`src/hdl/dec96_pkg.sv`:
```
// Shared types, constants and helpers for the 96-bit decimal rounding unit.
package dec96_pkg;

    localparam int MANT_W  = 96;
    localparam int NIB_W   = 4;
    localparam int NIBBLES = MANT_W / NIB_W;
    localparam int NIB_CW  = $clog2(NIBBLES);

    typedef enum logic [1:0] {
        OP_TRUNC  = 2'd0,
        OP_FLOOR  = 2'd1,
        OP_ROUND  = 2'd2,
        OP_NEGATE = 2'd3
    } t_op;

    typedef enum logic [3:0] {
        ST_IDLE = 4'b0001,
        ST_DIV  = 4'b0010,
        ST_INC  = 4'b0100,
        ST_DONE = 4'b1000
    } t_state;

    typedef struct packed {
        logic load;
        logic div_step;
        logic inc_step;
        logic first;
        logic last;
        logic bump;
    } t_dp_ctrl;

    typedef struct packed {
        logic [3:0] last_digit;
        logic       sticky;
        logic       lsb;
    } t_dp_stat;

    // One long-division step by ten: {remainder, nibble} in, {quotient, remainder} out.
    function automatic logic [7:0] div10_nib(input logic [7:0] cur);
        logic [15:0] prod;
        logic [3:0]  q;
        logic [7:0]  r;
        prod = 16'(cur) * 16'd205;
        q    = prod[14:11];
        r    = cur - 8'(q) * 8'd10;
        return {q, r[3:0]};
    endfunction

endpackage

```
`src/hdl/dec96_if.sv`:
```
// Valid/ready channel interfaces for the operand items and the result items.
interface dec96_in_if;
    logic        valid;
    logic        ready;
    logic [1:0]  op;
    logic [63:0] mant_lo;
    logic [31:0] mant_hi;
    logic [4:0]  scale;
    logic        sign;

    modport source (output valid, op, mant_lo, mant_hi, scale, sign, input ready);
    modport sink   (input valid, op, mant_lo, mant_hi, scale, sign, output ready);
endinterface

interface dec96_out_if;
    logic        valid;
    logic        ready;
    logic [63:0] res_lo;
    logic [31:0] res_hi;
    logic [4:0]  res_scale;
    logic        res_sign;

    modport source (output valid, res_lo, res_hi, res_scale, res_sign, input ready);
    modport sink   (input valid, res_lo, res_hi, res_scale, res_sign, output ready);
endinterface

```
`src/hdl/dec96_datapath.sv`:
```
// Nibble-serial mantissa shift register with divide-by-ten and increment steps.
module dec96_datapath (
    input  logic                          i_clk,
    input  dec96_pkg::t_dp_ctrl           i_ctrl,
    input  logic [dec96_pkg::MANT_W-1:0]  i_load_mant,
    output logic [dec96_pkg::MANT_W-1:0]  o_mant,
    output dec96_pkg::t_dp_stat           o_stat
);
    import dec96_pkg::*;

    logic [MANT_W-1:0] r_mant, n_mant;
    logic [3:0]        r_rem, n_rem;
    logic [3:0]        r_last, n_last;
    logic              r_sticky, n_sticky;
    logic              r_carry, n_carry;

    logic [3:0] rem_in;
    logic [7:0] qr;
    logic [4:0] sum;

    always_comb begin
        rem_in   = i_ctrl.first ? 4'd0 : r_rem;
        qr       = div10_nib({rem_in, r_mant[MANT_W-1 -: NIB_W]});
        sum      = 5'(r_mant[NIB_W-1:0]) + 5'(i_ctrl.first ? i_ctrl.bump : r_carry);
        n_mant   = r_mant;
        n_rem    = r_rem;
        n_last   = r_last;
        n_sticky = r_sticky;
        n_carry  = r_carry;
        if (i_ctrl.load) begin
            n_mant   = i_load_mant;
            n_rem    = '0;
            n_last   = '0;
            n_sticky = 1'b0;
            n_carry  = 1'b0;
        end else if (i_ctrl.div_step) begin
            // MSB nibble out, quotient nibble in at the bottom
            n_mant = {r_mant[MANT_W-NIB_W-1:0], qr[7:4]};
            n_rem  = qr[3:0];
            if (i_ctrl.first) begin
                n_sticky = r_sticky | (r_last != 4'd0);
            end
            if (i_ctrl.last) begin
                n_last = qr[3:0];
            end
        end else if (i_ctrl.inc_step) begin
            // LSB nibble first, rotate right with ripple carry
            n_mant  = {sum[3:0], r_mant[MANT_W-1:NIB_W]};
            n_carry = sum[4];
        end
    end

    always_ff @(posedge i_clk) begin
        r_mant   <= n_mant;
        r_rem    <= n_rem;
        r_last   <= n_last;
        r_sticky <= n_sticky;
        r_carry  <= n_carry;
    end

    assign o_mant            = r_mant;
    assign o_stat.last_digit = r_last;
    assign o_stat.sticky     = r_sticky;
    assign o_stat.lsb        = r_mant[0];

endmodule

```
`src/hdl/decimal96_rounding_unit_top.sv`:
```
// Top level of the 96-bit decimal truncate, floor, round and negate unit.
//
// One item is worked on at a time. Negate goes from acceptance straight to the
// done state. Truncate, floor and round divide by ten once per digit removed
// (scale clamped to MAX_SCALE): the mantissa sits in a 96-bit shift register and
// each division by ten walks it one 4-bit nibble per cycle, most significant
// first; a final pass, least significant nibble first, adds the rounding
// increment. The result goes into an output register, so a new item is taken
// while the last result still waits for its consumer. Negative zero is kept as
// given.
module decimal96_rounding_unit_top #(
    parameter int MAX_SCALE = 28
) (
    input  logic        i_clk,
    input  logic        i_rst_n,
    dec96_in_if.sink    i_in,
    dec96_out_if.source o_out
);
    import dec96_pkg::*;

    t_state             r_state, n_state;
    logic [NIB_CW-1:0]  r_nib, n_nib;
    logic [4:0]         r_todo, n_todo;
    t_op                r_op, n_op;
    logic               r_sign, n_sign;
    logic [4:0]         r_scale, n_scale;
    logic               r_ovalid, n_ovalid;
    logic [MANT_W-1:0]  r_res;
    logic               r_res_sign;
    logic [4:0]         r_res_scale;

    t_dp_ctrl           ctrl;
    t_dp_stat           stat;
    logic [MANT_W-1:0]  mant;
    logic [4:0]         sc_clamp;
    logic               accept;
    logic               nib_last;
    logic               bump;
    logic               out_load;

    dec96_datapath u_dp (
        .i_clk       (i_clk),
        .i_ctrl      (ctrl),
        .i_load_mant ({i_in.mant_hi, i_in.mant_lo}),
        .o_mant      (mant),
        .o_stat      (stat)
    );

    // Clamp out-of-range scales for every operation
    assign sc_clamp = (i_in.scale > 5'(MAX_SCALE)) ? 5'(MAX_SCALE) : i_in.scale;
    assign i_in.ready = (r_state == ST_IDLE);
    assign accept   = i_in.valid & i_in.ready;
    assign nib_last = (r_nib == NIB_CW'(NIBBLES - 1));
    assign out_load = (r_state == ST_DONE) && (!r_ovalid || o_out.ready);

    // Rounding decision from the last discarded digit, the sticky flag, the sign and the LSB
    always_comb begin
        case (r_op)
            OP_FLOOR: bump = r_sign && ((stat.last_digit != 4'd0) || stat.sticky);
            OP_ROUND: bump = (stat.last_digit > 4'd5) ||
                             ((stat.last_digit == 4'd5) && (stat.sticky || stat.lsb));
            default:  bump = 1'b0;
        endcase
    end

    always_comb begin
        ctrl.load     = accept;
        ctrl.div_step = (r_state == ST_DIV);
        ctrl.inc_step = (r_state == ST_INC);
        ctrl.first    = (r_nib == '0);
        ctrl.last     = nib_last;
        ctrl.bump     = bump;
    end

    always_comb begin
        n_state  = r_state;
        n_nib    = r_nib;
        n_todo   = r_todo;
        n_op     = r_op;
        n_sign   = r_sign;
        n_scale  = r_scale;
        n_ovalid = r_ovalid;
        if (o_out.valid && o_out.ready) begin
            n_ovalid = 1'b0;
        end
        case (r_state)
            ST_IDLE: begin
                if (accept) begin
                    n_op   = t_op'(i_in.op);
                    n_nib  = '0;
                    n_todo = sc_clamp;
                    if (t_op'(i_in.op) == OP_NEGATE) begin
                        n_sign  = ~i_in.sign;
                        n_scale = sc_clamp;
                        n_state = ST_DONE;
                    end else begin
                        n_sign  = i_in.sign;
                        n_scale = '0;
                        n_state = (sc_clamp == 5'd0) ? ST_INC : ST_DIV;
                    end
                end
            end
            ST_DIV: begin
                n_nib = r_nib + 1'b1;
                if (nib_last) begin
                    n_nib  = '0;
                    n_todo = r_todo - 5'd1;
                    if (r_todo == 5'd1) begin
                        n_state = ST_INC;
                    end
                end
            end
            ST_INC: begin
                n_nib = r_nib + 1'b1;
                if (nib_last) begin
                    n_nib   = '0;
                    n_state = ST_DONE;
                end
            end
            ST_DONE: begin
                if (out_load) begin
                    n_ovalid = 1'b1;
                    n_state  = ST_IDLE;
                end
            end
            default: begin
                n_state = ST_IDLE;
            end
        endcase
    end

    always_ff @(posedge i_clk) begin
        if (!i_rst_n) begin
            r_state  <= ST_IDLE;
            r_nib    <= '0;
            r_todo   <= '0;
            r_ovalid <= 1'b0;
        end else begin
            r_state  <= n_state;
            r_nib    <= n_nib;
            r_todo   <= n_todo;
            r_ovalid <= n_ovalid;
        end
    end

    // Hold the working item's attributes and the result payload
    always_ff @(posedge i_clk) begin
        r_op    <= n_op;
        r_sign  <= n_sign;
        r_scale <= n_scale;
        if (out_load) begin
            r_res       <= mant;
            r_res_sign  <= r_sign;
            r_res_scale <= r_scale;
        end
    end

    assign o_out.valid     = r_ovalid;
    assign o_out.res_lo    = r_res[63:0];
    assign o_out.res_hi    = r_res[MANT_W-1:64];
    assign o_out.res_scale = r_res_scale;
    assign o_out.res_sign  = r_res_sign;

    a_nib_range: assert property (@(posedge i_clk) disable iff (!i_rst_n)
        r_nib <= NIB_CW'(NIBBLES - 1))
        else $error("nibble counter out of range");

    a_div_todo: assert property (@(posedge i_clk) disable iff (!i_rst_n)
        (r_state == ST_DIV) |-> (r_todo != 5'd0))
        else $error("division pass with no digits left");

    a_out_from_done: assert property (@(posedge i_clk) disable iff (!i_rst_n)
        $rose(r_ovalid) |-> $past(r_state == ST_DONE))
        else $error("result raised outside completion");

    a_idle_after_load: assert property (@(posedge i_clk) disable iff (!i_rst_n)
        out_load |=> (r_state == ST_IDLE) && r_ovalid)
        else $error("result load did not return to idle");

endmodule

```
`src/flat_wrapper.sv`:
```
// flat-port wrapper written by rule: the top's interface ports become plain ports
module decimal96_rounding_unit_top_flat import dec96_pkg::*;
#(
    parameter int MAX_SCALE = 28
)
  (i_clk, i_rst_n, i_in_valid, i_in_op, i_in_mant_lo, i_in_mant_hi, i_in_scale, i_in_sign, i_in_ready, o_out_valid, o_out_res_lo, o_out_res_hi, o_out_res_scale, o_out_res_sign, o_out_ready);
  dec96_in_if i_in_i ();
  dec96_out_if o_out_i ();
  input  logic i_clk;
  input  logic i_rst_n;
  input wire logic [$bits(i_in_i.valid)-1:0] i_in_valid;
  input wire logic [$bits(i_in_i.op)-1:0] i_in_op;
  input wire logic [$bits(i_in_i.mant_lo)-1:0] i_in_mant_lo;
  input wire logic [$bits(i_in_i.mant_hi)-1:0] i_in_mant_hi;
  input wire logic [$bits(i_in_i.scale)-1:0] i_in_scale;
  input wire logic [$bits(i_in_i.sign)-1:0] i_in_sign;
  output wire logic [$bits(i_in_i.ready)-1:0] i_in_ready;
  output wire logic [$bits(o_out_i.valid)-1:0] o_out_valid;
  output wire logic [$bits(o_out_i.res_lo)-1:0] o_out_res_lo;
  output wire logic [$bits(o_out_i.res_hi)-1:0] o_out_res_hi;
  output wire logic [$bits(o_out_i.res_scale)-1:0] o_out_res_scale;
  output wire logic [$bits(o_out_i.res_sign)-1:0] o_out_res_sign;
  input wire logic [$bits(o_out_i.ready)-1:0] o_out_ready;
  assign i_in_i.valid = i_in_valid;
  assign i_in_i.op = i_in_op;
  assign i_in_i.mant_lo = i_in_mant_lo;
  assign i_in_i.mant_hi = i_in_mant_hi;
  assign i_in_i.scale = i_in_scale;
  assign i_in_i.sign = i_in_sign;
  assign i_in_ready = i_in_i.ready;
  assign o_out_valid = o_out_i.valid;
  assign o_out_res_lo = o_out_i.res_lo;
  assign o_out_res_hi = o_out_i.res_hi;
  assign o_out_res_scale = o_out_i.res_scale;
  assign o_out_res_sign = o_out_i.res_sign;
  assign o_out_i.ready = o_out_ready;
  decimal96_rounding_unit_top #(.MAX_SCALE(MAX_SCALE)) u_core (.i_clk(i_clk), .i_rst_n(i_rst_n), .i_in(i_in_i), .o_out(o_out_i));
endmodule
```
`config.mk`:
```
export PLATFORM = sky130hd
export DESIGN_NAME = decimal96_rounding_unit_top_flat
export DESIGN_NICKNAME = d
export VERILOG_FILES = /design/src/hdl/dec96_pkg.sv /design/src/hdl/dec96_if.sv /design/src/hdl/dec96_datapath.sv /design/src/hdl/decimal96_rounding_unit_top.sv /design/src/flat_wrapper.sv
export SDC_FILE = /design/constraint.sdc
export NUM_CORES = 1
export LEC_CHECK = 0
export BUFFER_PORTS_ARGS = -buffer_cell sky130_fd_sc_hd__buf_2
export CORE_MARGIN = 2
export CORE_UTILIZATION = 30
export CTS_CLUSTER_SIZE = 24
export DETAILED_ROUTE_END_ITERATION = 8
export HOLD_SLACK_MARGIN = 0.12
export PLACE_DENSITY = 0.61
export SLEW_MARGIN = 20
export SYNTH_ARGS = -nofsm -noshare
export SYNTH_HDL_FRONTEND = slang
export SYNTH_HIERARCHICAL = 1
export SYNTH_SLANG_ARGS = --single-unit
export TNS_END_PERCENT = 100
```
`constraint.sdc`:
```
create_clock -name i_clk -period 6.5 [get_ports i_clk]
set_input_delay 0.975 -clock i_clk [delete_from_list [all_inputs] [get_ports i_clk]]
set_output_delay 0.975 -clock i_clk [all_outputs]
set_load 0.05 [all_outputs]
```
==> impl_metrics.toml <==
[timing]
hold_ws_ns = 0.4180
rsz0062_at_grt = "false"
setup_ws_ns = 0.7095
relSlewSlack = 0.2899
final.setup.tns_ns = 0
worst_slew_pin_slew_ns = 1.065
finClkSkew_ns = 0.02039
fin_crit_sh = 0.8909
slew_viol_final = 0
period_needed_ns = 5.791
max_freq_mhz = 172.7
final_hold_viol_count = 0
setup_viol = 0

[synthesis]
synth_top_family_by_area = "multiplexers"
postSynthAreaPerCell_um2 = 12.84
synth_ff_type = "edfxtp_1"
synth_edf_count = 206
synthAdderAreaFrac = 0.07518
synth_compound_area_frac = 0.08764
synth-xor-area-share = 0.01338
synth_top_area_cell = "edfxtp_1"
synthArstFlopShare = 0
synthSimpleGateAreaFrac = 0.08072
synth.yosys.seq_area_share = 0.6162
syn_nets = 1011
synth_mux_area_frac = 0.09064
synth_area_um2 = 10850
yosys_warnings = 6
syn_inst = 845
yosys-top-cells-area = "edfxtp_1, mux2i_1, ha_1"
yosysTopAreaCellShare = 0.5701
synth_cell_types = 64
ys_ff_latch = 231

[clocking]
cts_setup_buffers = 0
tritoncts = "yes"
clock_sinks = 231
cts.reportedPaths.clkPinSlew_ns = 0.06
cts_buffers = 26
htreeDepth = 1
cts_buffer_depth = 3
worstSkewPairLatency_ns = 0.54
cts_hold_buf = 0
cts_root_buffer = "clkbuf_16"
cts_resized = 0

[placement]
dpl.hpwl_um = 19400
gp_congestion = 0.8029
dpl_worst_slack_ns = 0.7628
port_buffers = 211
dp.cells = 1482

[pwr]
power_density_nw_per_um2 = 478.9
vdd_drop_max_v = 0.0002296
p_leak_nw = 4.934

[global_route]
gr-total-overflow = 0
track_usage = 0.1425
grt_pass1_wl_um = 42610
grt_max_degree = 112
antenna_found_initial = 6
grt_pass1_vias = 7321

[detailed_routing]
drt_iter0_drc = 501
drt_first_pass_iters = 5
vias = 7298
via_per_inst = 4.764
routedWlPerCell_um = 18.10
ant_nets = 0
drc = 0
routed_wl_um = 27730

[finish]
most-common-layout-cells = "buf_2, edfxtp_1, nand2_1, o21ai_0, mux2i_1"
fin_util = 0.3706
seq_area_um2 = 6686
area_growth_pct = 21.48
fillers = 3480
fin_cells = 1532
drive_gt1_frac = 0.2575
multiInputGateArea_um2 = 3789
layout_commonest_cell = "buf_2"
nets = 1215

[die]
design.die.area_um2 = 37710
core_area_um2 = 35570
ios = 212
die_w_um = 194.2
start_util = 0.3051
fp.dieH_um = 194.2
rows = 69

[critical_path]
crit_type = "reg2reg"
endpoint_kind = "register"
cp_max_fo = 7
cp.required_ns = 6.94
cp-start-kind = "register"
arrival_ns = 6.23

[run_status]
status = "finished clean"

[job]
drv_cap = 0

[min_path]
holdCritPathClass = "reg2reg"
[report_power, final]
part | total [mW] | leakage, nW | internal (mW) | switching, mW
logic | 2.09 | 2.42 | 0.724 | 1.36
registers | 2.82 | 2.11 | 2.41 | 0.410
clock network | 1.41 | 0.397 | 0.813 | 0.593
total | 6.31 | 4.93 | 3.95 | 2.37
[Yosys cell counts, drive strengths merged, types with 3 or more instances]
| master | instances |
|---|---|
| o21ai | 107 |
| dfxtp | 25 |
| fa | 12 |
| o21a | 4 |
| xor2 | 3 |
| nand4 | 3 |
| nand2b | 4 |
| edfxtp | 206 |
| or3 | 4 |
| nor2b | 6 |
| a21boi | 5 |
| a22oi | 3 |
| mux2i | 96 |
| nor4b | 3 |
| nor3 | 6 |
| clkbuf | 23 |
| ha | 46 |
| nor2 | 24 |
| nand3b | 3 |
| nand2 | 113 |
| and2 | 4 |
| inv | 51 |
| buf | 19 |
| a211oi | 6 |
| and3 | 3 |
| xnor2 | 11 |
| a21oi | 11 |
| nand3 | 9 |
[critical path, stage by stage (launching register included)]
cell and delay (ns):
dfxtp_1 0.34, inv_1 0.09, ha_1 0.14, nor4b_1 0.22, buf_4 0.20, nand2b_1 0.13
inv_1 0.08, ha_1 0.30, inv_1 0.05, fa_1 0.47, inv_1 0.05, fa_1 0.53
inv_1 0.06, fa_1 0.53, inv_1 0.04, ha_1 0.29, a21oi_1 0.18, o22ai_1 0.15
a311oi_1 0.40, xnor2_1 0.18, fa_1 0.43, xnor2_1 0.16, xnor3_1 0.25, xnor2_1 0.16
a211oi_1 0.27
[worst paths after layout]
kind                                   start                                  end  slack (ns)  cells after the start
max reg2reg     u_core/r_nib[0]$_SDFFE_PN0P_   u_core/u_dp/r_last[3]$_SDFFE_PP0P_        0.71                     24
min reg2reg  u_core/r_scale[4]$_SDFFCE_PN0P_  u_core/o_out.res_scale[4]$_DFFE_PP_        0.42                      0
min          u_core/r_scale[4]$_SDFFCE_PN0P_  u_core/o_out.res_scale[4]$_DFFE_PP_        0.42                      0
max             u_core/r_nib[0]$_SDFFE_PN0P_   u_core/u_dp/r_last[3]$_SDFFE_PP0P_        0.71                     24
[stage by stage]
stage	cell area (µm²)	power (mW)
after CTS	13170	6.409
after global placement	12360	4.903
final	13180	6.313
after floorplan	10850	4.271
after global routing	13180	6.760
after detailed placement	12360	4.971
[area by class of cell]
| cell class | count | area share |
|---|---|---|
| flip-flops and latches | 231 | 0.5073 |
| multi-input cells | 520 | 0.2874 |
| repair buffers | 218 | 0.08410 |
| clock buffers | 29 | 0.05021 |
| well taps | 461 | 0.04376 |
| inverters | 52 | 0.01519 |
| clock inverters | 18 | 0.01149 |
| diodes | 3 | 0.0005695 |
[state kept, by name (all words and copies together) (netlist names), 2 cells and up]
| register | flops |
|---|---|
| u_core/r_op | 2 |
| u_core/r_state | 4 |
| u_core/r_res | 96 |
| u_core/o_out.res_scale | 5 |
| u_core/u_dp/r_last | 4 |
| u_core/r_scale | 5 |
| u_core/r_todo | 5 |
| u_core/u_dp/r_rem | 4 |
| u_core/u_dp/o_mant | 96 |
| u_core/r_nib | 5 |
[per-layer routing]
layer / share of wire / track usage / wire length, µm / up-vias
met1: 0.44 / 0.1924 / 12200 / 3518
met3: 0.082 / 0.03914 / 2285 / 42
met4: 0.016 / 0.03479 / 446 / 6
li1: - / - / - / 3490
met2: 0.46 / 0.2271 / 12760 / 242
met5: 0.0012 / 0 / 34 / -
[cell families (layout without fill, tap and decap cells)]
group	after synthesis	in the layout
multiplexers	98	98
adder cells (fa/ha/maj)	58	58
buffers and inverters	94	317
flip-flops	231	231
XOR/XNOR	15	15
other	0	3
AND/OR/NAND/NOR	191	191
AO/OA/AOI/OAI	158	158
No activity file was read; power rests on OpenSTA's default activity.
